### config.mk
export PLATFORM = sky130hd
export DESIGN_NAME = vn_digit
export DESIGN_NICKNAME = d
export VERILOG_FILES = /design/src/rtl/vn_pkg.sv /design/src/rtl/vn_digit.sv
export SDC_FILE = /design/constraint.sdc
export NUM_CORES = 1
export LEC_CHECK = 0
export ABC_AREA = 1
export BUFFER_PORTS_ARGS = -buffer_cell sky130_fd_sc_hd__buf_2
export CORE_AREA = 4 4 356 358
export CTS_CLUSTER_DIAMETER = 50
export CTS_CLUSTER_SIZE = 25
export DETAILED_ROUTE_END_ITERATION = 12
export DIE_AREA = 0 0 360 362
export PLACE_DENSITY = 0.58
export SETUP_SLACK_MARGIN = 0.4
export SLEW_MARGIN = 20
export SYNTH_ARGS = -nofsm -noshare
export SYNTH_HDL_FRONTEND = slang
export SYNTH_SLANG_ARGS = --single-unit
### constraint.sdc
create_clock -name clk -period 74.5 [get_ports clk]
set_input_delay 0 -clock clk [delete_from_list [all_inputs] [get_ports clk]]
set_output_delay 0 -clock clk [all_outputs]
set_load 0.01 [all_outputs]
### src/rtl/vn_pkg.sv
`timescale 1ns / 1ps
// Package for the 3D vector normalizer: widths, constants and the
// per-item pipeline record shared by all stages. No dependencies.
package vn_pkg;

    localparam int unsigned COMP_W    = 16;                // input component width
    localparam int unsigned MAG_W     = COMP_W + 1;        // magnitude, 0 to 32768
    localparam int unsigned SQ_W      = 31;                // square, at most 2^30
    localparam int unsigned LEN_W     = 32;                // sum of squares, at most 3 * 2^30
    localparam int unsigned FRAC_BITS = 14;                // Q1.14 output
    localparam int unsigned N_W       = FRAC_BITS + 1;     // result magnitude bits
    localparam int unsigned NUM_DIGITS = N_W;              // one stage per result bit
    localparam int unsigned T_W       = 50;                // running (2n - 1 + 2^k) * L
    localparam int unsigned REM_W     = 66;                // running remainder
    localparam int unsigned R_SHIFT   = 2 * FRAC_BITS + 2; // m^2 scale of the test
    localparam int unsigned DATA_W    = 3 * COMP_W;        // packed stream width

    // One component in flight through the digit stages.
    typedef struct packed {
        logic signed [REM_W-1:0] rem;
        logic signed [T_W-1:0]   t;
        logic [N_W-1:0]          n;
        logic                    neg;
    } lane_t;

    // One vector in flight through the digit stages.
    typedef struct packed {
        lane_t [2:0]      lane;
        logic [LEN_W-1:0] len;
        logic [LEN_W+1:0] len3;
        logic             zero;
    } item_t;

endpackage

### src/rtl/vn_digit.sv
`timescale 1ns / 1ps
// One digit stage of the normalizer: decides result bit DIGIT of all three
// components by a restoring trial subtract. Uses vn_pkg.
module vn_digit #(
    parameter int unsigned DIGIT = 0
) (
    input  logic          clk,
    input  logic          rst_n,
    input  logic          in_valid,
    output logic          ready,
    input  vn_pkg::item_t in_item,
    output logic          out_valid,
    input  logic          out_ready,
    output vn_pkg::item_t out_item
);
    import vn_pkg::*;

    logic                    valid_reg;
    item_t                   item_reg;
    item_t                   item_next;
    logic signed [REM_W-1:0] t_ext [3];
    logic signed [REM_W-1:0] diff  [3];
    logic [2:0]              take;
    logic [T_W-1:0]          step_up;
    logic [T_W-1:0]          step_dn;

    assign ready = !valid_reg || out_ready;

    // A taken bit adds 3L << (k-1) to the running term, a rejected one
    // takes L << (k-1) away, so the next stage sees its own trial term.
    assign step_up = (T_W'(in_item.len3) << DIGIT) >> 1;
    assign step_dn = (T_W'(in_item.len)  << DIGIT) >> 1;

    always_comb
    begin
        item_next = in_item;
        for (int i = 0; i < 3; i++)
        begin
            t_ext[i] = {{(REM_W-T_W){in_item.lane[i].t[T_W-1]}}, in_item.lane[i].t};
            diff[i]  = in_item.lane[i].rem - (t_ext[i] <<< (DIGIT + 2));
            take[i]  = !diff[i][REM_W-1];
            if (take[i])
            begin
                item_next.lane[i].rem      = diff[i];
                item_next.lane[i].n[DIGIT] = 1'b1;
                item_next.lane[i].t        = in_item.lane[i].t + $signed(step_up);
            end
            else
            begin
                item_next.lane[i].t        = in_item.lane[i].t - $signed(step_dn);
            end
        end
    end

    always_ff @(posedge clk or negedge rst_n)
    begin
        if (!rst_n)
        begin
            valid_reg <= 1'b0;
        end
        else if (ready)
        begin
            valid_reg <= in_valid;
        end
    end

    always_ff @(posedge clk)
    begin
        if (ready && in_valid)
        begin
            item_reg <= item_next;
        end
    end

    assign out_valid = valid_reg;
    assign out_item  = item_reg;

endmodule

Word-level counts from Yosys, hierarchy flattened --
Index checks and enable logic that the tools add are counted.
Storage, ports and cells: bits in registers 464, input bits 467, output and inout bits 465
Cells by class: add/sub/neg operators 9, multiplexer cells 6, reductions and logical operators 3
Operator list (number):
- $sub 66x52->66 | 3
- $mux 65 | 3
- $add 50x34->50 | 3
- $mux 50 | 3
- $sub 50x32->50 | 3
- $logic_and 1x1->1 | 1
- $logic_not 1->1 | 1
- $logic_or 1x1->1 | 1

Logic depth before layout (Yosys ltp) --
word-level depth 3, mapped depth 34, depth with buffers taken out 32

Worst setup path before layout --
No wires, ideal clock.
kind register to register, from reg valid_reg (netlist: out_valid), to reg item_reg (netlist bit out_item[0]) (enable), library setup time 1.445 ns, data arrival time 22.620 ns, path slack 50.436 ns, stages on the path, launching flop included 2, buffers on the path 0, period minus slack after synthesis 24.064 ns, cells stage by stage dfrtp_1 a21oi_1
On the way: longest elaborated chain between the ends 3
Ends and longest elaborated chain:
- start, declared | line vn_digit.sv:18 | logic valid_reg;
- start signal, assigned | line vn_digit.sv:63 | valid_reg <= in_valid;
- $logic_not 1->1 | line vn_digit.sv:27 | assign ready = !valid_reg || out_ready;
- $logic_or 1x1->1 | line vn_digit.sv:27
- $logic_and 1x1->1 | line vn_digit.sv:69 | if (ready && in_valid)
- end signal, assigned | line vn_digit.sv:71 | item_reg <= item_next;
- end, declared | line vn_digit.sv:19 | item_t item_reg;
Every way passes these cells. A chain may end at the register's enable or synchronous reset.

==> impl_summary.log <==
INFO  metric worst_case_headroom_to_the_max_slew_limit = between 20% and 30%
INFO  metric synth_top_flop_cell = edfxtp_1
INFO  metric syn-num-nets = roughly 6,800
INFO  metric placed_area = roughly 0.05 mm^2
INFO  metric synth.distinct_cells = between 50 and 60
INFO  metric setup.worst_path.end_class = flip-flop
INFO  metric yosys.cell_count.top_type = nand2_1
INFO  metric path_type_of_the_worst_setup_path = in2reg
INFO  metric clk-insertion-delay-late = between 600 and 700 ps
INFO  metric synth.yosys.seq_area_share = 32.7%
INFO  metric placeableCoreArea = 0.123 mm^2
INFO  metric cts.root.buffer_cell = clkbuf_16
INFO  metric fraction_of_the_core_area_covered_by_cells_at_the_end_of_the_flow = between 40% and 50%
INFO  metric timing.critical_path.required = 74,900 ps
INFO  metric first_pass_grt_wire_length = 322 mm
INFO  metric path_max_fanout = 65
INFO  metric fmax = ~170 MHz
INFO  metric global_route_usage_sum = 33.8%
INFO  metric place_worst_setup_slack = 68,280 ps
INFO  metric nFillCells = about 13,000
INFO  metric synth.largest_area_cell = edfxtp_1
INFO  metric routed-via-count = 47,700
INFO  metric cts_max_level = 3
INFO  metric drive_above_1_share = 16.0%
INFO  metric syn_area = between 0.04 and 0.05 mm^2
INFO  metric synth_top_cells_by_count = nand2_1, inv_1, nor2_1
INFO  metric synth_enable_flop_cells = ~460
INFO  metric netlist_instances = 6,036
INFO  metric final-setup-viol-count = 0
INFO  metric power_per_cell_area = approximately 22 mW/mm^2
INFO  metric total_leakage_power = 25.9 nW
INFO  metric post-route-cell-area = 0.0557 mm^2
INFO  metric share_of_flip_flops_with_an_asynchronous_set_or_reset = 0.216%
INFO  metric ys_ff_latch = 464
INFO  metric vias_in_the_first_global_route = 46,700
INFO  metric worst_setup_hold_path_clk_slew = ~70 ps
INFO  metric ctsLongestPathBuffers = 3
INFO  metric final.setup.tns = 0 ps
INFO  metric grt_antenna_before_repair = 38
INFO  metric drt_pass_1_iters = 6
INFO  metric final_nets = 8,212
INFO  metric tightestPinTransition = 1110 ps
INFO  metric grt_setup_unrepaired = false
INFO  metric port_buffers = 931
INFO  metric drv_cap = 0
INFO  metric row_count = 129
INFO  metric initial_core_util = 34.6%
INFO  metric crit_arrival = 6450 ps
INFO  metric globalplace.congestion = 1.03
INFO  metric io-pin-count = between 900 and 1,000
INFO  metric drtAntennaViolNets = 0
INFO  metric dp_hpwl = 198 mm
INFO  metric cts_inserted_buffers = 71
INFO  metric first_iteration_detailed_routing_drc_count = 4,519
INFO  metric die_h = between 300 and 400 um
INFO  metric syn_avg_cell_area = roughly 7.1 um^2
INFO  metric timing.critical_path.from_type = primary input
INFO  metric hold_viol = 0
INFO  metric finalCriticalPeriod = 6050 ps
INFO  metric synth_largest_type_area_fraction = 32.6%
INFO  metric hold_path.class = in2reg
INFO  metric clkSinkCount = ~460
INFO  metric synth.area.top_cells = edfxtp_1, nand2_1, ha_1
INFO  metric cts_setup_buffers = 0
INFO  metric yosys_warn_count = 0
INFO  metric flow.area_growth_from_synthesis = 30.7%
INFO  metric final-max-slew-violation-count = 0
INFO  metric fp.dieArea = 0.130 mm^2
INFO  metric chipWidth = roughly 360 um
INFO  metric status = finished, final reports clean
INFO  metric fin_skew = 32.6 ps
INFO  metric final_critical_path_setup_slack = 68,450 ps
INFO  metric grt_max_degree = 133
INFO  metric detail_route.wl_per_cell = ~25 um
INFO  metric detail_route.vias_per_cell = 5.23
INFO  metric drc_errors = 0
INFO  metric final.period_utilization = roughly 8%
INFO  metric vdd.ir_drop.worst = 0.0203 mV
INFO  metric tritoncts_clock_tree = done
INFO  metric routed_wl = 231 mm
INFO  metric grt.overflow.total = 0
critical path, stage by stage:
cell and delay [ps]:
dlygate4sd3_1 530, buf_2 150, inv_1 550, ha_1 350, nand2_1 150, nor2_1 290, nand2_1 170, nor2_2 180
and3_1 210, nand2_2 80, nand2_2 80, nand2_2 60, nand2_4 410, o21ai_0 440, ha_1 430, fa_1 490
nor3_1 210, nor2_1 100, o21ai_0 500, nand2_1 140, nand2_1 90, nand2_1 80, o21ai_0 330, nand2_1 130
nand3_1 90, nand2_1 100
cells in the final DEF (no fill, tap or decap), types with 18 or more instances in the layout:
cell	n
a21boi_0	21
xnor2_1	149
nand3b_1	24
nand3_1	333
a31oi_1	62
o21ai_0	336
diode_2	22
ha_1	337
nor3_1	61
nand2_2	22
dlygate4sd3_1	415
nand4_1	38
nor4_1	31
nand2_1	1611
buf_4	18
edfxtp_1	463
xor2_1	134
o21bai_1	56
o21ai_1	86
buf_2	931
a21o_1	46
clkbuf_16	73
nor2_1	733
o21ai_2	30
a21oi_1	438
inv_1	825
routing by layer:
layer / vias up / GRT usage (%) / share of wire [%]
li1: 22800 / - / -
met1: 22200 / 41.0 / 39
met2: 2165 / 57.5 / 47
met3: 474 / 5.81 / 7.4
met4: 14 / 18.3 / 6.1
met5: - / 0 / 0.038
flip-flops by register name, indices dropped and copies added, names as in the netlist:
name	cells
out_valid	1
out_item	463
worst paths after layout:
check / startpoint / to / slack (ps) / cells past startpoint
worst max-delay path: in_item[264] / out_item[249]$_DFFE_PP_ / 68450 / 26
worst min-delay path: in_item[367] / out_item[367]$_DFFE_PP_ / 30 / 3
worst max register to register: out_valid$_DFFE_PN0N_ / out_item[164]$_DFFE_PP_ / 71180 / 4
worst min register to register: out_valid$_DFFE_PN0N_ / out_item[336]$_DFFE_PP_ / 1100 / 2
max in group asynchronous: rst_n / out_valid$_DFFE_PN0N_ / 74180 / 3
min in group asynchronous: rst_n / out_valid$_DFFE_PN0N_ / 210 / 3
per-stage QoR:
stage / hold WS (ps) / cells / power, W
after floorplan: -296 / 6036 / 0.000664
after global placement: -221 / 8551 / 0.000856
after detailed placement: -216 / 8551 / 0.000853
after CTS: 1.17 / 9098 / 0.00124
after global routing: 20.2 / 9104 / 0.00130
final: 31.9 / 9120 / 0.00124
kinds of logic after synthesis:
family,share of synthesized area [%]
AOI/OAI and AO/OA,14.8
and+or+nand+nor,27.9
buffers and inverters,8.66
xor gates and xnor gates,5.81
DFF,32.7
adders and majority gates,10.2
cell type report:
cell class | instances | area [um^2] | share of cell area, %
Multi-Input combinational cell | 4658 | 25100 | 44.9
Sequential cell | 464 | 13900 | 25.0
Timing Repair Buffer | 1365 | 8970 | 16.1
Inverter | 842 | 3160 | 5.67
Tap cell | 1637 | 2050 | 3.67
Clock buffer | 74 | 1830 | 3.28
Clock inverter | 58 | 703 | 1.26
Antenna cell | 22 | 55.1 | 0.0988
report_power, final:
group / total, W / internal [W] / switching (W)
sequential: 0.000361 / 0.000341 / 0.0000200
clock: 0.000359 / 0.000204 / 0.000155
combinational: 0.000515 / 0.000168 / 0.000347
what timing repair did:
| item | 4_1_cts | 5_1_grt |
|---|---|---|
| gates resized for setup | 0 | 0 |
| endpoints found under the hold margin | 402 | 0 |
| hold buffers | 415 | 0 |
(Power assumes the default switching activity.)
