File: src/rtl/vn_pkg.sv
`timescale 1ns / 1ps
// Package for the 3D vector normalizer: widths, constants and the
// per-item pipeline record shared by all stages. No dependencies.
package vn_pkg;

    localparam int unsigned COMP_W    = 16;                // input component width
    localparam int unsigned MAG_W     = COMP_W + 1;        // magnitude, 0 to 32768
    localparam int unsigned SQ_W      = 31;                // square, at most 2^30
    localparam int unsigned LEN_W     = 32;                // sum of squares, at most 3 * 2^30
    localparam int unsigned FRAC_BITS = 14;                // Q1.14 output
    localparam int unsigned N_W       = FRAC_BITS + 1;     // result magnitude bits
    localparam int unsigned NUM_DIGITS = N_W;              // one stage per result bit
    localparam int unsigned T_W       = 50;                // running (2n - 1 + 2^k) * L
    localparam int unsigned REM_W     = 66;                // running remainder
    localparam int unsigned R_SHIFT   = 2 * FRAC_BITS + 2; // m^2 scale of the test
    localparam int unsigned DATA_W    = 3 * COMP_W;        // packed stream width

    // One component in flight through the digit stages.
    typedef struct packed {
        logic signed [REM_W-1:0] rem;
        logic signed [T_W-1:0]   t;
        logic [N_W-1:0]          n;
        logic                    neg;
    } lane_t;

    // One vector in flight through the digit stages.
    typedef struct packed {
        lane_t [2:0]      lane;
        logic [LEN_W-1:0] len;
        logic [LEN_W+1:0] len3;
        logic             zero;
    } item_t;

endpackage

File: src/rtl/vn_front.sv
`timescale 1ns / 1ps
// Front end of the normalizer: magnitudes, squares, squared length and
// the starting values for the digit stages. Uses vn_pkg.
module vn_front (
    input  logic                      clk,
    input  logic                      rst_n,
    input  logic                      in_valid,
    output logic                      ready,
    input  logic [vn_pkg::DATA_W-1:0] in_data,
    output logic                      out_valid,
    input  logic                      out_ready,
    output vn_pkg::item_t             out_item
);
    import vn_pkg::*;

    logic             v1_reg, v2_reg, v3_reg, v4_reg;
    logic             rdy1, rdy2, rdy3, rdy4;

    logic [MAG_W-1:0] mag_next [3];
    logic [MAG_W-1:0] mag_reg  [3];
    logic [2:0]       neg_next;
    logic [2:0]       neg1_reg, neg2_reg, neg3_reg;
    logic [SQ_W-1:0]  sq_next  [3];
    logic [SQ_W-1:0]  sq2_reg  [3];
    logic [SQ_W-1:0]  sq3_reg  [3];
    logic [LEN_W-1:0] len_next;
    logic [LEN_W-1:0] len_reg;
    item_t            item_next;
    item_t            item_reg;

    // Each stage moves on when it is empty or the next one moves on.
    assign rdy4  = !v4_reg || out_ready;
    assign rdy3  = !v3_reg || rdy4;
    assign rdy2  = !v2_reg || rdy3;
    assign rdy1  = !v1_reg || rdy2;
    assign ready = rdy1;

    always_comb
    begin
        logic [MAG_W-1:0] ext;
        logic [2*MAG_W-1:0] prod;
        for (int i = 0; i < 3; i++)
        begin
            ext = {in_data[COMP_W*i + COMP_W-1], in_data[COMP_W*i +: COMP_W]};
            neg_next[i] = ext[MAG_W-1];
            mag_next[i] = ext[MAG_W-1] ? (~ext + MAG_W'(1)) : ext;
            prod = mag_reg[i] * mag_reg[i];
            sq_next[i] = prod[SQ_W-1:0];
        end
        len_next = LEN_W'(sq2_reg[0]) + LEN_W'(sq2_reg[1]) + LEN_W'(sq2_reg[2]);
    end

    // Starting point n = 0: the remainder is R - L with R = m^2 * 2^30, and
    // the running term for the top digit is (2^14 - 1) * L.
    always_comb
    begin
        item_next.len  = len_reg;
        item_next.len3 = (LEN_W+2)'(len_reg) + ((LEN_W+2)'(len_reg) << 1);
        item_next.zero = (len_reg == '0);
        for (int i = 0; i < 3; i++)
        begin
            item_next.lane[i].rem = $signed((REM_W'(sq3_reg[i]) << R_SHIFT)
                                            - REM_W'(len_reg));
            item_next.lane[i].t   = $signed((T_W'(len_reg) << FRAC_BITS)
                                            - T_W'(len_reg));
            item_next.lane[i].n   = '0;
            item_next.lane[i].neg = neg3_reg[i];
        end
    end

    always_ff @(posedge clk or negedge rst_n)
    begin
        if (!rst_n)
        begin
            v1_reg <= 1'b0;
            v2_reg <= 1'b0;
            v3_reg <= 1'b0;
            v4_reg <= 1'b0;
        end
        else
        begin
            if (rdy1) v1_reg <= in_valid;
            if (rdy2) v2_reg <= v1_reg;
            if (rdy3) v3_reg <= v2_reg;
            if (rdy4) v4_reg <= v3_reg;
        end
    end

    always_ff @(posedge clk)
    begin
        if (rdy1 && in_valid)
        begin
            mag_reg  <= mag_next;
            neg1_reg <= neg_next;
        end
        if (rdy2 && v1_reg)
        begin
            sq2_reg  <= sq_next;
            neg2_reg <= neg1_reg;
        end
        if (rdy3 && v2_reg)
        begin
            sq3_reg  <= sq2_reg;
            neg3_reg <= neg2_reg;
            len_reg  <= len_next;
        end
        if (rdy4 && v3_reg)
        begin
            item_reg <= item_next;
        end
    end

    assign out_valid = v4_reg;
    assign out_item  = item_reg;

endmodule

File: config.mk
export PLATFORM = sky130hd
export DESIGN_NAME = vn_front
export DESIGN_NICKNAME = d
export VERILOG_FILES = /design/src/rtl/vn_pkg.sv /design/src/rtl/vn_front.sv
export SDC_FILE = /design/constraint.sdc
export NUM_CORES = 2
export LEC_CHECK = 0
export ABC_AREA = 1
export BUFFER_PORTS_ARGS = -buffer_cell sky130_fd_sc_hd__buf_2
export CAP_MARGIN = 10
export CORE_ASPECT_RATIO = 1.75
export CORE_MARGIN = 2
export CORE_UTILIZATION = 52
export DETAILED_ROUTE_END_ITERATION = 12
export HOLD_SLACK_MARGIN = 0.02
export PLACE_DENSITY = 0.82
export SYNTH_ARGS = -nofsm -noshare
export SYNTH_HDL_FRONTEND = slang
export SYNTH_SLANG_ARGS = --single-unit
File: constraint.sdc
create_clock -name clk -period 17.95 [get_ports clk]
set_clock_uncertainty 0.1 [all_clocks]
set_input_delay 0.8975 -clock clk [delete_from_list [all_inputs] [get_ports clk]]
set_output_delay 0.8975 -clock clk [all_outputs]
set_load 0.02 [all_outputs]
### Yosys cells after proc, flatten, opt, wreduce, memory -nomap -nowiden

Cells that the tools add are included.
Widths: inputs -> output; s select.

* register bits: 600
* word-level logic and storage cells: 62
* output and inout port bits: 465
* input bits: 52

* multiply operators: 3
* bitwise gates (word level): 3
* mux-type cells: 3
* $add $sub $neg: 10
* reductions and logical operators: 13

Operator list (number)
* $sub 61x32->62: 3
* $mul 17x17->31: 3
* $add 17x1->17 const B: 3
* $not 17->17: 3
* $sub 46x32->47: 1
* $mux 15: 3
* $add 32x33->34: 1
* $add 31x31->32: 1
* $add 32x31->32: 1
* $logic_not 32->1: 1
* $logic_and 1x1->1: 4
* $logic_not 1->1: 4
* $logic_or 1x1->1: 4

### Logic depth before layout (Yosys ltp)

* depth after elaboration: 6
* gate-level depth with buffers: 26
* depth with buffers taken out: 25

### Worst setup path before layout

OpenSTA, ideal clock, no wires.

* path kind: input to register
* start point: input port out_ready
* end point: register item_reg (netlist bit out_item[0]), enable pin
* buffers on the path: 0
* cell stages on the path: 2
* data arrival time: 10.410 ns
* setup time: 0.822 ns
* required time: 17.028 ns
* path slack: 6.617 ns
* path through: nor2_1 -> nor2_1

* cells in the longest elaborated chain, start to end: 2

RTL lines
* start: declaration: RTL line vn_front.sv:11 `input logic out_ready,`
* $logic_or 1x1->1: RTL line vn_front.sv:32 `assign rdy4 = !v4_reg || out_ready;`
* $logic_and 1x1->1: RTL line vn_front.sv:107 `if (rdy4 && v3_reg)`
* end signal: assignment: RTL line vn_front.sv:109 `item_reg <= item_next;`
* end: declaration: RTL line vn_front.sv:29 `item_t item_reg;`

Every way passes these cells.
A chain may end at the register's enable or synchronous reset.

==> flow_summary.json <==
{
  "worst_pin_slew_ns": 1.170,
  "cp.required_ns": 18.25,
  "fin_setup_tns_ns": 0,
  "place.gp.congestion": 1.077,
  "crit_path_end_kind": "flop",
  "largest_register_ffs": 226,
  "timing.final.crit_share_pct": 35.09,
  "grt_max_degree": 81,
  "grt_usage_pct": 33.62,
  "violations": "DRC",
  "cts_num_sinks": 502,
  "grt_pass1_wl_um": 265500,
  "whs_path_depth": 0,
  "rr_worst_depth": 17,
  "fillers": 9342,
  "htree_levels": 2,
  "async_flop_share_pct": 0.7968,
  "die_w_um": 249.0,
  "outcome": "finished with violations",
  "synth_area_per_cell_um2": 8.408,
  "setup_viol": 0,
  "dpl_cell_area_mm2": 0.05676,
  "crit_arrival_ns": 6.60,
  "cts_resized": 0,
  "hold_class": "reg2reg",
  "finalHoldViolCount": 0,
  "dieArea_mm2": 0.1078,
  "drive_gt1_share_pct": 9.135,
  "yosysTopAreaCell": "edfxtp_1",
  "port_buffers": 471,
  "area_delta_synth_final_pct": 6.887,
  "drv_cap": 0,
  "start_util_pct": 52.28,
  "synth_top_area_share_pct": 27.37,
  "final-max-slew-violation-count": 0,
  "r2r_slack_ns": 11.65,
  "cts-root-buf": "clkbuf_16",
  "synth_enable_flop_cells": 498,
  "grt_pass1_vias": 44540,
  "dieHeight_um": 432.8,
  "cts.clk_slew.worst_paths_ns": 0.07,
  "synth_warnings": 0,
  "r2r-end": "sq2_reg[87]$_DFFE_PP_",
  "grt_antenna_before_repair": 8,
  "ant_nets": 0,
  "start_kind": "flop",
  "reg2reg_from": "mag_reg[39]$_DFFE_PP_",
  "post-cts-setup-buffers": 0,
  "worstSetupPathType": "reg2reg",
  "fin_nets": 7802,
  "min_from": "neg2_reg[0]$_DFFE_PP_",
  "cts.path.max_buffers": 3,
  "cp_max_fo": 18,
  "multi_input_area_mm2": 0.03164,
  "syn-instance-count": 6498,
  "slew_headroom_pct": 21.74,
  "regArea_mm2": 0.01505,
  "clock.fmax_mhz": 158.7,
  "rows": 157,
  "ys_ff_latch": 502,
  "stdcell_area_mm2": 0.05839,
  "first_iter_violations": 2743,
  "rsz0062_at_grt": "false",
  "ys_types": 46,
  "drcViolationCount": 2,
  "insertion_delay_ns": 0.67,
  "dp_hpwl_um": 148300,
  "vias": 42720,
  "min_to": "neg3_reg[0]$_DFFE_PP_",
  "io_pins": 517,
  "synth_common_cells": "1608 x nand2_1, 1577 x inv_1, 606 x fa_1",
  "yosysSeqAreaShare_pct": 27.56,
  "dr.pass1.iters": 12,
  "ys_top_cells_by_area": "edfxtp_1 27%, fa_1 22%, nand2_1 11%",
  "drt-total-wl_um": 178200,
  "syn_area_mm2": 0.05463,
  "synthFlopType": "edfxtp_1",
  "period_minus_slack_ns": 6.299,
  "wl_per_cell_um": 21.91,
  "core-area_mm2": 0.1045,
  "cts-buffers-inserted": 48,
  "cts_tree": "done",
  "vias_per_cell": 5.254,
  "synth_most_common_cell": "nand2_1",
  "overflow": 0
}
==> layout by cell type, fill, tap and decap left out, types with 8 or more instances in the layout <==
cell type,Yosys,routed
nand4_1,81,81
buf_4,238,11
nor3_1,65,65
edfxtp_1,498,498
o21ai_0,89,89
clkinv_2,0,8
nand3_1,231,231
buf_2,0,471
ha_1,407,407
or2_2,9,9
nor4_1,9,9
a31oi_1,9,9
xor2_1,191,191
a21oi_1,176,176
o21a_1,10,10
o21bai_1,24,24
xnor2_1,67,67
inv_1,1577,1575
and2_1,14,14
nand2_1,1608,1608
fa_1,606,606
conb_1,1,51
clkbuf_16,0,48
nor2_1,393,391
nor2_2,10,10
nand3b_1,19,19
==> logic make-up (layout without fill, tap and decap cells) <==
group           Yosys count  after routing  share of synthesized area (%)
simple gates           2469           2469                          18.63
fa+ha+maj              1013           1013                          31.53
buf+inv                1928           2156                          14.90
compound gates          327            327                          3.252
other cells               1             55                       0.006864
flops                   502            502                          27.56
xor+xnor                258            258                          4.136
==> critical path: stages (launching register included) <==
cell and delay [ns]:
edfxtp_1 0.87, nand2_1 0.26, fa_1 0.57, fa_1 0.52, fa_1 0.54, inv_1 0.05
fa_1 0.50, fa_1 0.55, inv_1 0.06, fa_1 0.53, inv_1 0.04, ha_1 0.37
nand2_1 0.13, nor2_1 0.27, and2_1 0.24, nand4_1 0.22, nand4_1 0.16, nand2_1 0.07
==> area by class of cell <==
type | count | share of cell area, %
multi-input combinational | 4118 | 54.19
tap | 1351 | 2.895
antenna | 4 | 0.01714
clock buffer | 57 | 2.183
inverter | 1582 | 10.18
clock inverter | 32 | 0.5271
sequential | 502 | 25.78
timing repair buffer | 485 | 4.234
==> how the worst max path moves through the flow <==
stage	from	end	slack, ns	cells after the start
global placement	mag_reg[36]$_DFFE_PP_	sq2_reg[86]$_DFFE_PP_	11.82	18
global route	mag_reg[34]$_DFFE_PP_	sq2_reg[86]$_DFFE_PP_	11.41	20
floorplan	out_ready	out_item[0]$_DFFE_PP_	6.62	2
detailed placement	mag_reg[39]$_DFFE_PP_	sq2_reg[87]$_DFFE_PP_	11.75	17
CTS	mag_reg[39]$_DFFE_PP_	sq2_reg[87]$_DFFE_PP_	11.74	17
finish	mag_reg[39]$_DFFE_PP_	sq2_reg[87]$_DFFE_PP_	11.65	17
==> routing by layer <==
layer	vias up	routed length, um	part of all wire [%]	track usage, %
met3	697	11400	6.4	7.370
met5	-	42	0.024	0
met4	6	21870	12	33.59
met1	20380	54240	30	30.34
met2	1756	90630	51	60.86
li1	19880	-	-	-
==> stage by stage <==
stage / utilization, % / setup slack [ns] / hold WS, ns / cells
finish: 55.88 / 11.65 / 0.2991 / 8131
CTS: 55.84 / 11.74 / 0.3037 / 8124
detailed placement: 54.31 / 11.75 / 0.3063 / 8034
floorplan: - / 6.617 / 0.3003 / 6548
global placement: 54.31 / 11.82 / 0.3039 / 8034
global route: 55.87 / 11.41 / 0.3308 / 8128
==> what timing repair did <==
item                                    4_1_cts  5_1_grt
endpoints found under the hold margin         4        0
hold buffers                                  1        0
endpoints found under the setup margin        0        0
Power is left out: the tool's default activity adds up to more than one toggle a clock period on the data nets, which glitch-free logic cannot reach.
