**config.mk**
```make
export PLATFORM = sky130hd
export DESIGN_NAME = vn_back
export DESIGN_NICKNAME = d
export VERILOG_FILES = /design/src/rtl/vn_pkg.sv /design/src/rtl/vn_back.sv
export SDC_FILE = /design/constraint.sdc
export NUM_CORES = 1
export LEC_CHECK = 0
export BUFFER_PORTS_ARGS = -buffer_cell sky130_fd_sc_hd__buf_2
export CAP_MARGIN = 20
export CORE_AREA = 2 2 199 201
export CTS_BUF_LIST = sky130_fd_sc_hd__clkbuf_16
export DETAILED_ROUTE_END_ITERATION = 8
export DIE_AREA = 0 0 201 203
export MAX_ROUTING_LAYER = met4
export PLACE_DENSITY = 0.3
export SKIP_LAST_GASP = 1
export SLEW_MARGIN = 20
export SYNTH_ARGS = -nofsm -noshare
export SYNTH_HDL_FRONTEND = slang
export SYNTH_SLANG_ARGS = --single-unit
```
**constraint.sdc**
```tcl
create_clock -name clk -period 6.3 [get_ports clk]
set_clock_uncertainty 0.1 [all_clocks]
set_input_delay 0.315 -clock clk [delete_from_list [all_inputs] [get_ports clk]]
set_output_delay 0.315 -clock clk [all_outputs]
set_load 0.02 [all_outputs]
```
**src/rtl/vn_pkg.sv**
```systemverilog
`timescale 1ns / 1ps
// Package for the 3D vector normalizer: widths, constants and the
// per-item pipeline record shared by all stages. No dependencies.
package vn_pkg;

    localparam int unsigned COMP_W    = 16;                // input component width
    localparam int unsigned MAG_W     = COMP_W + 1;        // magnitude, 0 to 32768
    localparam int unsigned SQ_W      = 31;                // square, at most 2^30
    localparam int unsigned LEN_W     = 32;                // sum of squares, at most 3 * 2^30
    localparam int unsigned FRAC_BITS = 14;                // Q1.14 output
    localparam int unsigned N_W       = FRAC_BITS + 1;     // result magnitude bits
    localparam int unsigned NUM_DIGITS = N_W;              // one stage per result bit
    localparam int unsigned T_W       = 50;                // running (2n - 1 + 2^k) * L
    localparam int unsigned REM_W     = 66;                // running remainder
    localparam int unsigned R_SHIFT   = 2 * FRAC_BITS + 2; // m^2 scale of the test
    localparam int unsigned DATA_W    = 3 * COMP_W;        // packed stream width

    // One component in flight through the digit stages.
    typedef struct packed {
        logic signed [REM_W-1:0] rem;
        logic signed [T_W-1:0]   t;
        logic [N_W-1:0]          n;
        logic                    neg;
    } lane_t;

    // One vector in flight through the digit stages.
    typedef struct packed {
        lane_t [2:0]      lane;
        logic [LEN_W-1:0] len;
        logic [LEN_W+1:0] len3;
        logic             zero;
    } item_t;

endpackage

```
**src/rtl/vn_back.sv**
```systemverilog
`timescale 1ns / 1ps
// Output stage of the normalizer: restores the signs, forces the zero
// vector case and holds the result for the stream. Uses vn_pkg.
module vn_back (
    input  logic                      clk,
    input  logic                      rst_n,
    input  logic                      in_valid,
    output logic                      ready,
    input  vn_pkg::item_t             in_item,
    output logic                      out_valid,
    input  logic                      out_ready,
    output logic [vn_pkg::DATA_W-1:0] out_data,
    output logic                      out_zero
);
    import vn_pkg::*;

    logic              valid_reg;
    logic [DATA_W-1:0] data_reg;
    logic [DATA_W-1:0] data_next;
    logic              zero_reg;

    assign ready = !valid_reg || out_ready;

    always_comb
    begin
        logic [COMP_W-1:0] mag;
        for (int i = 0; i < 3; i++)
        begin
            mag = COMP_W'(in_item.lane[i].n);
            if (in_item.zero)
            begin
                data_next[COMP_W*i +: COMP_W] = '0;
            end
            else if (in_item.lane[i].neg)
            begin
                data_next[COMP_W*i +: COMP_W] = ~mag + COMP_W'(1);
            end
            else
            begin
                data_next[COMP_W*i +: COMP_W] = mag;
            end
        end
    end

    always_ff @(posedge clk or negedge rst_n)
    begin
        if (!rst_n)
        begin
            valid_reg <= 1'b0;
        end
        else if (ready)
        begin
            valid_reg <= in_valid;
        end
    end

    always_ff @(posedge clk)
    begin
        if (ready && in_valid)
        begin
            data_reg <= data_next;
            zero_reg <= in_item.zero;
        end
    end

    assign out_valid = valid_reg;
    assign out_data  = data_reg;
    assign out_zero  = zero_reg;

endmodule

```
== Word level (Yosys, flattened, before mapping) ==
Index checks and enable logic that the tools add are counted.
Operators by class
  reduce and logical (&&, ||, !) cells: 6
  muxes and demuxes: 3
  bitwise gates (word level): 6
  $add $sub $neg: 3
Operators by type and width (number)
  16-bit by 1-bit adder with 16-bit output (second input constant): 3
  15-bit NOT with 16-bit output: 3
  15-bit two-way mux: 3
  2-bit OR reduction: 3
  1-bit NOT: 3
  1-bit logical AND: 1
  1-bit logical NOT: 1
  1-bit logical OR: 1
Storage, ports and cells
  bits of input ports: 467
  bits in registers: 50
  output and inout bits: 51

== Depth between registers and ports, before layout ==
Gate-level depths: netlist of run 1.
  word-level depth: 3
  mapped depth: 6
  gate-level depth less buffers: 6

== Worst setup path before layout of run 1 ==
Ideal clock, no wire load.
  path type: reg-to-reg
  start: reg valid_reg, in the netlist out_valid
  end: reg data_reg[0], in the netlist out_data[0] (enable)
  setup slack: 3.874 ns
  library setup time: 0.411 ns
  data arrival time: 1.915 ns
  cell stages (with the launch flop): 3
  required time: 5.789 ns
  path through: dfrtp_1 nand2b_1 and2_1
On the way
  cells in the longest elaborated chain, start to end: 3
Ends and longest elaborated chain
  start: declaration: line vn_back.sv:17  | logic valid_reg;
  start signal: assignment: line vn_back.sv:53  | valid_reg <= in_valid;
  1-bit logical NOT: line vn_back.sv:22  | assign ready = !valid_reg || out_ready;
  1-bit logical OR: line vn_back.sv:22
  net ready: line vn_back.sv:8  | output logic ready,
  1-bit logical AND: line vn_back.sv:59  | if (ready && in_valid)
  end signal: assignment: line vn_back.sv:61  | data_reg <= data_next;
  end: declaration: line vn_back.sv:18  | logic [DATA_W-1:0] data_reg;
The timed path passes the listed nets, and every way through them passes these cells.
A chain may end at the register's enable or synchronous reset.

== Worst setup path after layout of run 1 ==
  start: in in_item[209] (netlist name)
  end: reg data_reg[30], in the netlist out_data[30] (data pin)
On the way
  cells in the longest elaborated chain, start to end: 3
Ends and longest elaborated chain
  start: declaration: line vn_back.sv:9  | input vn_pkg::item_t in_item,
  15-bit NOT with 16-bit output: line vn_back.sv:36  | data_next[COMP_W*i +: COMP_W] = ~mag + COMP_W'(1);
  16-bit by 1-bit adder with 16-bit output: line vn_back.sv:36
  15-bit two-way mux: line vn_back.sv:34  | else if (in_item.lane[i].neg)
Every way passes these cells.

==> results by group, run 1 <==
Outcome
  • Status: completed

Final layout
  • Final nets: 806
  • Register area: 1500 sq um
  • Filler cells: 4463
  • Footprint of the multi-input gates: 1160 sq um
  • Final core occ: 10.5%
  • Synthesis-to-finish area growth: 47.2%
  • Non-Filler Instances: 855
  • Antenna cell count: 0
  • Layout cells sized above 1: 37.4%

Global route
  • Total GRT Usage: 5.63%
  • Initial antenna violation count: 0
  • Largest net degree at the start of global routing: 51
  • Gr ovfl total: 0
  • Global-route wire length before repair: 15900 microns
  • Number of global-route vias before repair: 2260

Yosys
  • Synth area leader: edfxtp_1
  • Cell count after synthesis: 236
  • Area share of the largest cell type after synthesis: 53.7%
  • Post-synth top flop: edfxtp_1
  • Sequential share of the synthesized area: 54.6%
  • Unique cell type count in the Yosys netlist: 29
  • Post-synthesis async set-or-reset flop share: 2.00%
  • Synth Register Bits: 50
  • Syn Nets: 706
  • Number of flops mapped to enable cells by yosys: 49
  • Most frequent cells after synthesis: edfxtp_1 (49), nor2_1 (49), xor2_1 (34), o31ai_1 (12), or3_1 (11)
  • Leading post-synthesis cells by cell area: edfxtp_1 (54%), xor2_1 (11%), nor2_1 (6.7%), o41ai_2 (4.2%), o31ai_1 (3.3%)
  • Mapped cell area: 2740 sq um
  • Synth Area per Inst: 11.6 sq um
  • Yosys Warn Count: 0

Placed design
  • Post-DP HPWL: 8460 microns
  • Placed Cells: 846
  • Number of buffers added on ports: 103
  • Gpl congestion: 0.718

Die
  • Die span in y: 203 microns
  • I/O pins: 518
  • Starting Density: 7.13%
  • Core ar.: 38500 sq um
  • # rows: 72
  • Die area: 40800 sq um
  • Die X: 201 microns

Clocking
  • Setup repair bufs after CTS: 0
  • TritonCTS clock tree: yes
  • Clock latency on the worst-skew pair: 0.31 ns
  • CTS max path bufs: 2
  • CTS Buf Count: 5
  • Clock root cell: clkbuf_16
  • CTS clock-pin slew for the worst setup and hold paths: 0.09 ns
  • Clock sinks: 50
  • H-tree depth: 2

Route
  • Drt initial violations: 104
  • Antenna Violating Nets Remaining: 0
  • Via count: 2194
  • WL final: 11200 microns
  • WL per Instance: 13.1 microns
  • DRC: 0
  • Router iterations before antenna repair: 4
  • DR vias/cell: 2.57

Pwr
  • Cell Pwr Density: 226 nW/um^2
  • Power, Total: 912 uW
  • Worst ir drop on vdd: 0.0948 mV
  • Leak pwr: 0.00146 uW

STA
  • Min cycle time layout: 1.88 ns
  • Final hold vios: 0
  • Peak Freq: 0.533 GHz
  • Final period util: 29.8%
  • Total negative slack: 0 ns
  • Final Setup Violations: 0
  • Final hold slack: 0.0998 ns
  • Slew @ Worst Pin: 0.754 ns
  • Unrepaired setup endpoints after global routing: no
  • Relative slew slack: 49.8%
  • Slew Viols, Final: 0

Critical path
  • Worst Setup End Kind: register
  • CP Max Fanout: 5
  • Arrival time worst endpoint: 1.82 ns
  • Worst R2R End: out_data[35]$_SDFFCE_PP0P_
  • Reg2reg path depth: 3
  • Required @ worst endpoint: 6.24 ns
  • FF-to-FF Start: out_valid$_DFFE_PN0N_
  • R2R Setup Slk: 4.56 ns
  • Critical path type: input pin to register
  • Crit start category: input pin

Min path
  • Hold Startpoint: in_valid
  • Hold Crit Class: input pin to register
  • Hold depth: 2
  • Destination of the worst hold path: out_valid$_DFFE_PN0N_

Job
  • MaxCap Viol Count: 0
## worst max path at each step
stage	from	endpoint	slack (ns)	depth (start not counted)
2_1_floorplan	out_valid$_DFFE_PN0N_	out_data[0]$_SDFFCE_PP0P_	3.87	2
3_3_place_gp	in_item[209]	out_data[30]$_SDFFCE_PP0P_	4.09	5
3_5_place_dp	in_item[209]	out_data[30]$_SDFFCE_PP0P_	4.10	5
4_1_cts	in_item[209]	out_data[30]$_SDFFCE_PP0P_	4.43	5
5_1_grt	in_item[209]	out_data[30]$_SDFFCE_PP0P_	4.35	5
6_report	in_item[209]	out_data[30]$_SDFFCE_PP0P_	4.42	5
## state kept, by name, indices dropped and copies added, names as in the netlist
register / cells
out_data: 48
out_valid: 1
out_zero: 1
## final cells by class
| type | count | share of cell area [%] |
|---|---|---|
| Clock buffer | 5 | 3.10 |
| Clock inverter | 3 | 1.08 |
| Inverter | 7 | 0.651 |
| Multi-Input combinational cell | 166 | 28.6 |
| Sequential cell | 50 | 37.1 |
| Tap cell | 518 | 16.1 |
| Timing Repair Buffer | 106 | 13.4 |
## cell families (layout without fill, tap and decap cells)
logic type / Yosys count / after routing / share of synthesized area (%)
xor gates and xnor gates: 37 / 37 / 11.8
DFF: 50 / 50 / 54.6
muxes: 4 / 4 / 1.51
adders and majority gates: 3 / 3 / 1.37
AOI/OAI and AO/OA: 36 / 36 / 11.7
and+or+nand+nor: 86 / 86 / 15.7
buffers and inverters: 20 / 121 / 3.29
## metal layers
metal	vias up	part of all wire (%)	wire [microns]	GRT usage (%)
li1	1061	-	-	-
met1	1061	45	4990	6.56
met2	66	49	5440	9.10
met3	6	6.5	724	2.22
met4	0	0.45	50	1.35
met5	-	0	0	-
## worst max-delay path: stages
cell     delay (ns)
buf_2          0.13
or4_1          0.59
o41ai_2        0.39
xor2_1         0.32
nor2_1         0.06
## report_power, final
group / internal, uW / leakage, uW / switching [uW] / total [uW]
registers: 393 / 0.000492 / 7.57 / 401
logic: 54.3 / 0.000886 / 109 / 164
clock network: 190 / 0.0000842 / 158 / 347
total: 637 / 0.00146 / 275 / 912
## cell usage in the layout, fill, tap and decap left out, types with 2 or more instances in the layout
master	n
a21oi_1	2
buf_2	103
buf_4	2
clkbuf_16	5
edfxtp_1	49
ha_1	3
inv_1	7
mux2i_1	3
nand2_1	2
nand2b_1	5
nor2_1	49
nor2b_1	3
nor3b_1	2
o21ai_0	6
o31ai_1	12
o41ai_1	8
o41ai_2	7
or2_2	2
or3_1	11
or4_1	7
or4_4	2
xnor2_1	3
xor2_1	34
## metrics by stage
step	worst slack [ns]	cell area [sq um]
CTS	4.43	4040
detailed placement	4.10	3860
finish	4.42	4040
floorplan	3.87	2740
global placement	4.09	3860
global route	4.35	4040
## what timing repair did
item                                   CTS  global route
endpoints found under the hold margin    1             0
hold buffers                             1             0
resized for setup                        0             0
No activity file was read; power rests on OpenSTA's default activity.
==> inputs of run 2 (changes only) <==
--- a/config.mk
+++ b/config.mk
@@ -5,12 +5,13 @@
 export SDC_FILE = /design/constraint.sdc
 export NUM_CORES = 1
 export LEC_CHECK = 0
+export ABC_AREA = 1
 export BUFFER_PORTS_ARGS = -buffer_cell sky130_fd_sc_hd__buf_2
 export CAP_MARGIN = 20
-export CORE_AREA = 2 2 199 201
+export CORE_AREA = 2 2 201 203
 export CTS_BUF_LIST = sky130_fd_sc_hd__clkbuf_16
 export DETAILED_ROUTE_END_ITERATION = 8
-export DIE_AREA = 0 0 201 203
+export DIE_AREA = 0 0 203 205
 export MAX_ROUTING_LAYER = met4
 export PLACE_DENSITY = 0.3
 export SKIP_LAST_GASP = 1
==> constraint.sdc (replaced) <==
create_clock -name clk -period 1.87 [get_ports clk]
set_clock_uncertainty 0.1 [all_clocks]
set_input_delay 0.0935 -clock clk [delete_from_list [all_inputs] [get_ports clk]]
set_output_delay 0.0935 -clock clk [all_outputs]
set_load 0.02 [all_outputs]
==> run 2 against run 1 <==
Net effect:
- final area rose by 5.7%
- critical path depth rose by 3
- sequential share of layout area fell by 2.0 points
- utilization rose by 0.34 points
- synthesized cell count rose by 47%
==> results by group, run 2 <==
Route
  • Router iterations before antenna repair: 4 (unchanged)
  • DRC: 0 (unchanged)
  • Drt initial violations: 144 (+38%)
  • DR vias/cell: 2.75 (+7.3%)
  • WL final: 12000 microns (+6.9%)
  • Via count: 2706 (+23%)
  • Antenna Violating Nets Remaining: 0 (unchanged)
  • WL per Instance: 12.2 microns (-7.0%)

STA
  • Slew Viols, Final: 0 (unchanged)
  • Total negative slack: 0 ns (unchanged)
  • Relative slew slack: 71.6% (+22 points)
  • Peak Freq: 0.632 GHz
  • Final hold vios: 0 (unchanged)
  • Final Setup Violations: 0 (unchanged)
  • Final period util: 84.6%
  • Min cycle time layout: 1.58 ns
  • Final hold slack: 0.0368 ns (-0.0630 ns)
  • Slew @ Worst Pin: 0.423 ns (-0.330 ns)
  • Setup ws final: 0.287 ns (-4.14 ns)
  • Unrepaired setup endpoints after global routing: no

Yosys
  • Synth area leader: edfxtp_1
  • Cell count after synthesis: 347 (+47%)
  • Number of flops mapped to enable cells by yosys: 49 (unchanged)
  • Post-synth top flop: edfxtp_1
  • Synth Register Bits: 50 (unchanged)
  • Mapped cell area: 2880 sq um (+4.9%)
  • Sequential share of the synthesized area: 52.0% (-2.5 points)
  • Syn Nets: 817 (+16%)
  • Yosys Warn Count: 0 (unchanged)
  • Post-synthesis async set-or-reset flop share: 2.00% (unchanged)
  • Leading post-synthesis cells by cell area: edfxtp_1 (51%), nor2_1 (8.5%), nand2_1 (8.0%), a21oi_1 (6.3%), nand3_1 (5.0%)
  • Most common cell in the netlist: nor2_1
  • Most frequent cells after synthesis: nor2_1 (65), nand2_1 (61), edfxtp_1 (49), inv_1 (38), a21oi_1 (36)
  • Area share of the largest cell type after synthesis: 51.2% (-2.5 points)
  • Unique cell type count in the Yosys netlist: 25 (-14%)
  • Synth Area per Inst: 8.29 sq um (-29%)

Clocking
  • CTS Buf Count: 5 (unchanged)
  • Clock root cell: clkbuf_16
  • H-tree depth: 2 (unchanged)
  • TritonCTS clock tree: yes
  • Clock sinks: 50 (unchanged)
  • CTS max path bufs: 2 (unchanged)
  • CTS clock-pin slew for the worst setup and hold paths: 0.07 ns (-0.02 ns)
  • Clock latency on the worst-skew pair: 0.30 ns (about the same)
  • Post-cts resize count: 0 (unchanged)

Critical path
  • Worst Setup End Kind: register
  • Crit start category: input pin
  • CP Max Fanout: 5 (unchanged)
  • Slowest cell on crit path: dlygate4sd3_1
  • Arrival time worst endpoint: 1.54 ns (-0.28 ns)
  • Worst R2R End: out_data[2]$_SDFFCE_PP0P_
  • R2R Setup Slk: 0.51 ns (-4.05 ns)
  • Required @ worst endpoint: 1.83 ns (-4.41 ns)
  • Critical path launch point: in_item[334]
  • Critical path type: input pin to register
  • Reg2reg path depth: 2 (-1)
  • CP Capture Point: out_data[44]$_SDFFCE_PP0P_
  • CP peak stage delay: 0.56 ns (-0.03 ns)
  • FF-to-FF Start: out_valid$_DFFE_PN0N_
  • CP Cell Sequence: dlygate4sd3_1 > buf_2 > inv_1 > nand2_1 > nor2_4 > nand3_1 > a21oi_1 > nor2_1

Pwr
  • P_int: 2130 uW (+230%)
  • Combinational fraction of design power: 19.2% (+1.2 points)
  • Cell Pwr Density: 704 nW/um^2 (+210%)
  • Leak pwr: 0.00172 uW (+18%)
  • Sw frac: 29.0% (-1.1 points)
  • Net load switching power: 872 uW (+220%)
  • Clock share of power: 36.2% (-1.9 points)
  • Power, Total: 3000 uW (+230%)
  • Reg power frac: 44.5% (+0.5 points)
  • Worst ir drop on vdd: 0.285 mV (+200%)

Die
  • Core ar.: 39400 sq um (+2.3%)
  • Die area: 41600 sq um (+2.0%)
  • I/O pins: 518 (unchanged)
  • # rows: 73 (+1.4%)
  • Die X: 203 microns (+1.0%)
  • Die span in y: 205 microns (+0.99%)
  • Starting Density: 7.30% (+0.18 points)

Global route
  • Global-route wire length before repair: 17100 microns (+7.6%)
  • Gr ovfl total: 0 (unchanged)
  • Largest net degree at the start of global routing: 50 (-2.0%)
  • Initial antenna violation count: 0 (unchanged)
  • Number of global-route vias before repair: 2625 (+16%)
  • Total GRT Usage: 5.93% (+0.30 points)

Outcome
  • Status: completed

Final layout
  • Max FFs per register: 48 (unchanged)
  • Layout cells sized above 1: 28.4% (-9.0 points)
  • Final core occ: 10.8% (+0.34 points)
  • Antenna cell count: 0 (unchanged)
  • Most frequent cells in the layout: buf_2 (103), nor2_1 (65), nand2_1 (61)
  • Synthesis-to-finish area growth: 48.3%
  • Final nets: 927 (+15%)
  • Most common cell after layout, fill and taps aside: buf_2

Placed design
  • Gpl congestion: 0.714 (-0.56%)
  • Number of buffers added on ports: 103 (unchanged)
  • Post-DP HPWL: 9370 microns (+11%)
  • Post-Place Worst Slack: 0.312 ns (-3.79 ns)

Job
  • MaxCap Viol Count: 0 (unchanged)

Min path
  • Hold Crit Class: input pin to register
[run 2: changes by cell type after synthesis, moves of 8 or more]
cell,previous run,this run
clkbuf_1,8,0
nor2_1,49,65
a21oi_1,2,36
o21ai_0,6,29
inv_1,7,38
or3_1,11,0
o41ai_1,8,0
xor2_1,34,0
o31ai_1,12,0
nand2_1,2,61
nand3_1,0,29
[run 2: worst min path at each step]
stage / to / slack, ns / startpoint / cells after the start
floorplan: out_valid$_DFFE_PN0N_ / -0.30 / rst_n / 0
global placement: out_valid$_DFFE_PN0N_ / -0.23 / rst_n / 1
detailed placement: out_valid$_DFFE_PN0N_ / -0.23 / rst_n / 1
CTS: out_data[2]$_SDFFCE_PP0P_ / 0.01 / in_item[70] / 2
global route: out_data[2]$_SDFFCE_PP0P_ / 0.03 / in_item[70] / 2
finish: out_data[2]$_SDFFCE_PP0P_ / 0.04 / in_item[70] / 2
[run 2: critical path, delay by kind of cell]
kind                   cells  cell delay [ns]
AOI/OAI and AO/OA          1             0.14
and+or+nand+nor            4             0.51
buffers and inverters      3             0.81
[run 2: final cells by class]
class	count	area (sq um)
Multi-Input combinational cell	249	1180
Inverter	39	146
Timing Repair Buffer	112	621
Clock inverter	3	40.0
Sequential cell	50	1500
Fill cell	4555	35100
Clock buffer	5	125
Tap cell	525	657
[run 2: timing repair]
item / in CTS / in global routing
hold endpoints to repair: 3 / 0
hold buffers: 5 / 0
setup buffers: 0 / 0
[run 2: cell families after synthesis]
kind of cell,synth area share (%)
and+or+nand+nor,26.5
adders and majority gates,1.31
DFF,52.0
buffers and inverters,7.35
AOI/OAI and AO/OA,12.8
[run 2: layer usage]
metal  global-route usage (%)  routed length, microns
met5                        -                       0
met4                     1.93                     219
met3                     1.59                     574
met2                     10.2                    6170
met1                     6.64                    5000
[run 2: stage by stage]
stage	cells	instance area, sq um
detailed placement	970	4050
global route	983	4270
finish	983	4270
floorplan	347	2890
global placement	970	4050
CTS	983	4270
[run 2: power groups by stage]
stage	logic, uW	clock network (uW)	registers, uW
after floorplan	232	0	1460
after global placement	591	0	1360
after detailed placement	587	0	1360
after CTS	598	1180	1340
after global routing	653	1220	1340
final	578	1090	1340
==> inputs of run 3 (changes only) <==
--- a/config.mk
+++ b/config.mk
@@ -5,13 +5,13 @@
 export SDC_FILE = /design/constraint.sdc
 export NUM_CORES = 1
 export LEC_CHECK = 0
-export ABC_AREA = 1
+export ABC_AREA = 0
 export BUFFER_PORTS_ARGS = -buffer_cell sky130_fd_sc_hd__buf_2
 export CAP_MARGIN = 20
-export CORE_AREA = 2 2 201 203
+export CORE_AREA = 2 2 202 204
 export CTS_BUF_LIST = sky130_fd_sc_hd__clkbuf_16
 export DETAILED_ROUTE_END_ITERATION = 8
-export DIE_AREA = 0 0 203 205
+export DIE_AREA = 0 0 204 206
 export MAX_ROUTING_LAYER = met4
 export PLACE_DENSITY = 0.3
 export SKIP_LAST_GASP = 1
==> constraint.sdc (replaced) <==
create_clock -name clk -period 1.3 [get_ports clk]
set_clock_uncertainty 0.1 [all_clocks]
set_input_delay 0.065 -clock clk [delete_from_list [all_inputs] [get_ports clk]]
set_output_delay 0.065 -clock clk [all_outputs]
set_load 0.02 [all_outputs]
==> run 3 against run 2 <==
Net effect:
- the run now ends with negative setup slack left
- largest cell class is now multi-input combinational cells
- setup slack got worse by 0.49 ns
- final area rose by 26%
- clock power rose by 47%
- critical path depth fell by 3
- register-to-register slack got worse by 0.57 ns
- sequential cell count did not move
- non-clock buffer count rose by 71
- highest routed layer unchanged
- sequential share of layout area fell by 7.2 points
- worst hold slack got worse by 0.015 ns
- critical endpoint is now out_data[47]$_SDFFCE_PP0P_
- critical path type unchanged
- first-iteration DRC count fell by 60%
- sequential power rose by 46%
==> results by group, run 3 (synthesis gave the netlist of run 1 again) <==
Outcome
  • Status: finished with violations
  • Failing checks: negative setup slack

Critical path
  • CP Max Fanout: 4 (-1)
  • Crit start category: input pin
  • Arrival time worst endpoint: 1.47 ns (-0.07 ns)
  • Delay-heaviest family, CP: simple AND/OR/NAND/NOR gates
  • Worst Setup End Kind: register
  • Buf+Inv Stages, Crit Path: 1 (-2)
  • Critical path type: input pin to register
  • Cell mode on critical path: or4_4
  • Required @ worst endpoint: 1.27 ns (-0.56 ns)
  • Slowest cell on crit path: or4_4
  • CP Cell Sequence: buf_12 > or4_4 > or4_4 > nor2_4 > nor3b_2
  • CP peak stage delay: 0.62 ns (+0.06 ns)

STA
  • Unrepaired setup endpoints after global routing: yes
  • Final hold vios: 0 (unchanged)
  • Final period util: 115%
  • Peak Freq: 0.666 GHz
  • Final hold slack: 0.0222 ns (-0.0146 ns)
  • Total negative slack: -3.95 ns (-3.95 ns)
  • Setup ws final: -0.201 ns (-0.488 ns)
  • Slew Viols, Final: 0 (unchanged)
  • Final Setup Violations: 71 (+71)
  • Slew @ Worst Pin: 0.518 ns (+0.0944 ns)
  • Relative slew slack: 65.5% (-6.1 points)
  • Min cycle time layout: 1.50 ns

Final layout
  • Layout cells sized above 1: 58.0% (+30 points)
  • Most frequent cells in the layout: buf_2 (91), buf_4 (57), edfxtp_1 (49)
  • Final instance area: 5370 sq um (+26%)
  • Final nets: 886 (-4.4%)
  • Antenna cell count: 0 (unchanged)
  • Synthesis-to-finish area growth: 95.9%
  • Max FFs per register: 48 (unchanged)
  • Most common cell after layout, fill and taps aside: buf_2

Global route
  • Initial antenna violation count: 0 (unchanged)
  • Global-route wire length before repair: 18800 microns (+10%)
  • Number of global-route vias before repair: 2664 (+1.5%)
  • Gr ovfl total: 0 (unchanged)
  • Largest net degree at the start of global routing: 37 (-26%)
  • Total GRT Usage: 6.45% (+0.53 points)

Clocking
  • TritonCTS clock tree: yes
  • CTS max path bufs: 2 (unchanged)
  • H-tree depth: 2 (unchanged)
  • CTS clock-pin slew for the worst setup and hold paths: 0.08 ns (about the same)
  • Clock root cell: clkbuf_16
  • CTS Buf Count: 5 (unchanged)
  • Clock latency on the worst-skew pair: 0.30 ns (about the same)
  • Clock sinks: 50 (unchanged)

Die
  • I/O pins: 518 (unchanged)
  • # rows: 74 (+1.4%)
  • Starting Density: 6.82% (-0.48 points)
  • Die span in y: 206 microns (+0.49%)
  • Core ar.: 40200 sq um (+2.1%)
  • Die X: 204 microns (+0.49%)
  • Die area: 42000 sq um (+0.98%)

Pwr
  • Leak pwr: 0.00212 uW (+23%)
  • Cell Pwr Density: 889 nW/um^2 (+26%)
  • Power, Total: 4780 uW (+59%)
  • Worst ir drop on vdd: 0.413 mV (+45%)

Placed design
  • Area after DPL: 4550 sq um (+12%)
  • Number of buffers added on ports: 103 (unchanged)
  • Post-DP HPWL: 10000 microns (+7.1%)
  • Gpl congestion: 0.687 (-3.8%)

Route
  • WL per Instance: 14.6 microns (+20%)
  • Router iterations before antenna repair: 4 (unchanged)
  • WL final: 13800 microns (+15%)
  • Antenna Violating Nets Remaining: 0 (unchanged)
  • Via count: 2570 (-5.0%)
  • DR vias/cell: 2.71 (-1.6%)
  • Drt initial violations: 58 (-60%)
  • DRC: 0 (unchanged)

Min path
  • Hold Crit Class: input pin to register

Job
  • MaxCap Viol Count: 0 (unchanged)
[run 3: cell count changes in the layout (fill, tap and decap cells not counted), moves of 17 or more]
cell,delta
nand2_1,-59
buf_4,+55
a21oi_1,-33
inv_1,-32
xor2_1,+32
nand3_1,-29
o21ai_0,-27
buf_6,+18
nor2_1,-17
[run 3: per-layer routing]
| metal | GRT usage, % | wire length (microns) | part of all wire [%] |
|---|---|---|---|
| met3 | 1.80 | 686 | 5.0 |
| met1 | 8.32 | 6640 | 48 |
| met5 | - | 0 | 0 |
| met4 | 1.68 | 151 | 1.1 |
| met2 | 9.92 | 6340 | 46 |
[run 3: worst min-delay path, stage by stage]
cell and delay, ns:
buf_2 0.10, xor2_1 0.06, nor2_1 0.08
[run 3: metrics by stage]
| step | util, % | setup WS, ns | std cells |
|---|---|---|---|
| 2_1_floorplan | - | -0.326 | 236 |
| 3_3_place_gp | 11.3 | -0.573 | 920 |
| 3_5_place_dp | 11.3 | -0.566 | 920 |
| 4_1_cts | 12.5 | -0.140 | 939 |
| 5_1_grt | 13.4 | -0.198 | 949 |
| 6_report | 13.4 | -0.201 | 949 |
[run 3: final cells by class]
cell class	count	area, sq um
inverters	7	28.8
well taps	532	666
clock buffers	5	125
fillers	4604	34800
repair buffers	183	1380
multi-input cells	169	1630
flip-flops and latches	50	1500
clock inverters	3	41.3
[run 3: final timing paths]
| kind | start | endpoint | slack [ns] | depth (start not counted) |
|---|---|---|---|---|
| worst max-delay path | in_item[337] | out_data[47]$_SDFFCE_PP0P_ | -0.20 | 5 |
| worst min-delay path | in_item[82] | out_data[14]$_SDFFCE_PP0P_ | 0.02 | 3 |
| worst max register to register | out_valid$_DFFE_PN0N_ | out_data[12]$_SDFFCE_PP0P_ | -0.06 | 3 |
| worst min register to register | out_valid$_DFFE_PN0N_ | out_valid$_DFFE_PN0N_ | 0.43 | 2 |
| max in group asynchronous | rst_n | out_valid$_DFFE_PN0N_ | 0.48 | 3 |
| min in group asynchronous | rst_n | out_valid$_DFFE_PN0N_ | 0.51 | 3 |
[run 3: what timing repair did]
| action | 4_1_cts | 5_1_grt |
|---|---|---|
| endpoints found under the setup margin | 25 | 77 |
| gates cloned | 2 | 5 |
| hold buffers | 5 | 0 |
| buffers inserted | 4 | 7 |
| resized for setup | 28 | 52 |
| endpoints found under the hold margin | 3 | 0 |
| pin swaps | 22 | 41 |
[run 3: power by group]
part / internal [uW] / total (uW) / leakage, uW / switching (uW)
combinational: 545 / 1230 / 0.00155 / 685
sequential: 1910 / 1950 / 0.000491 / 42.3
clock: 906 / 1600 / 0.0000812 / 693
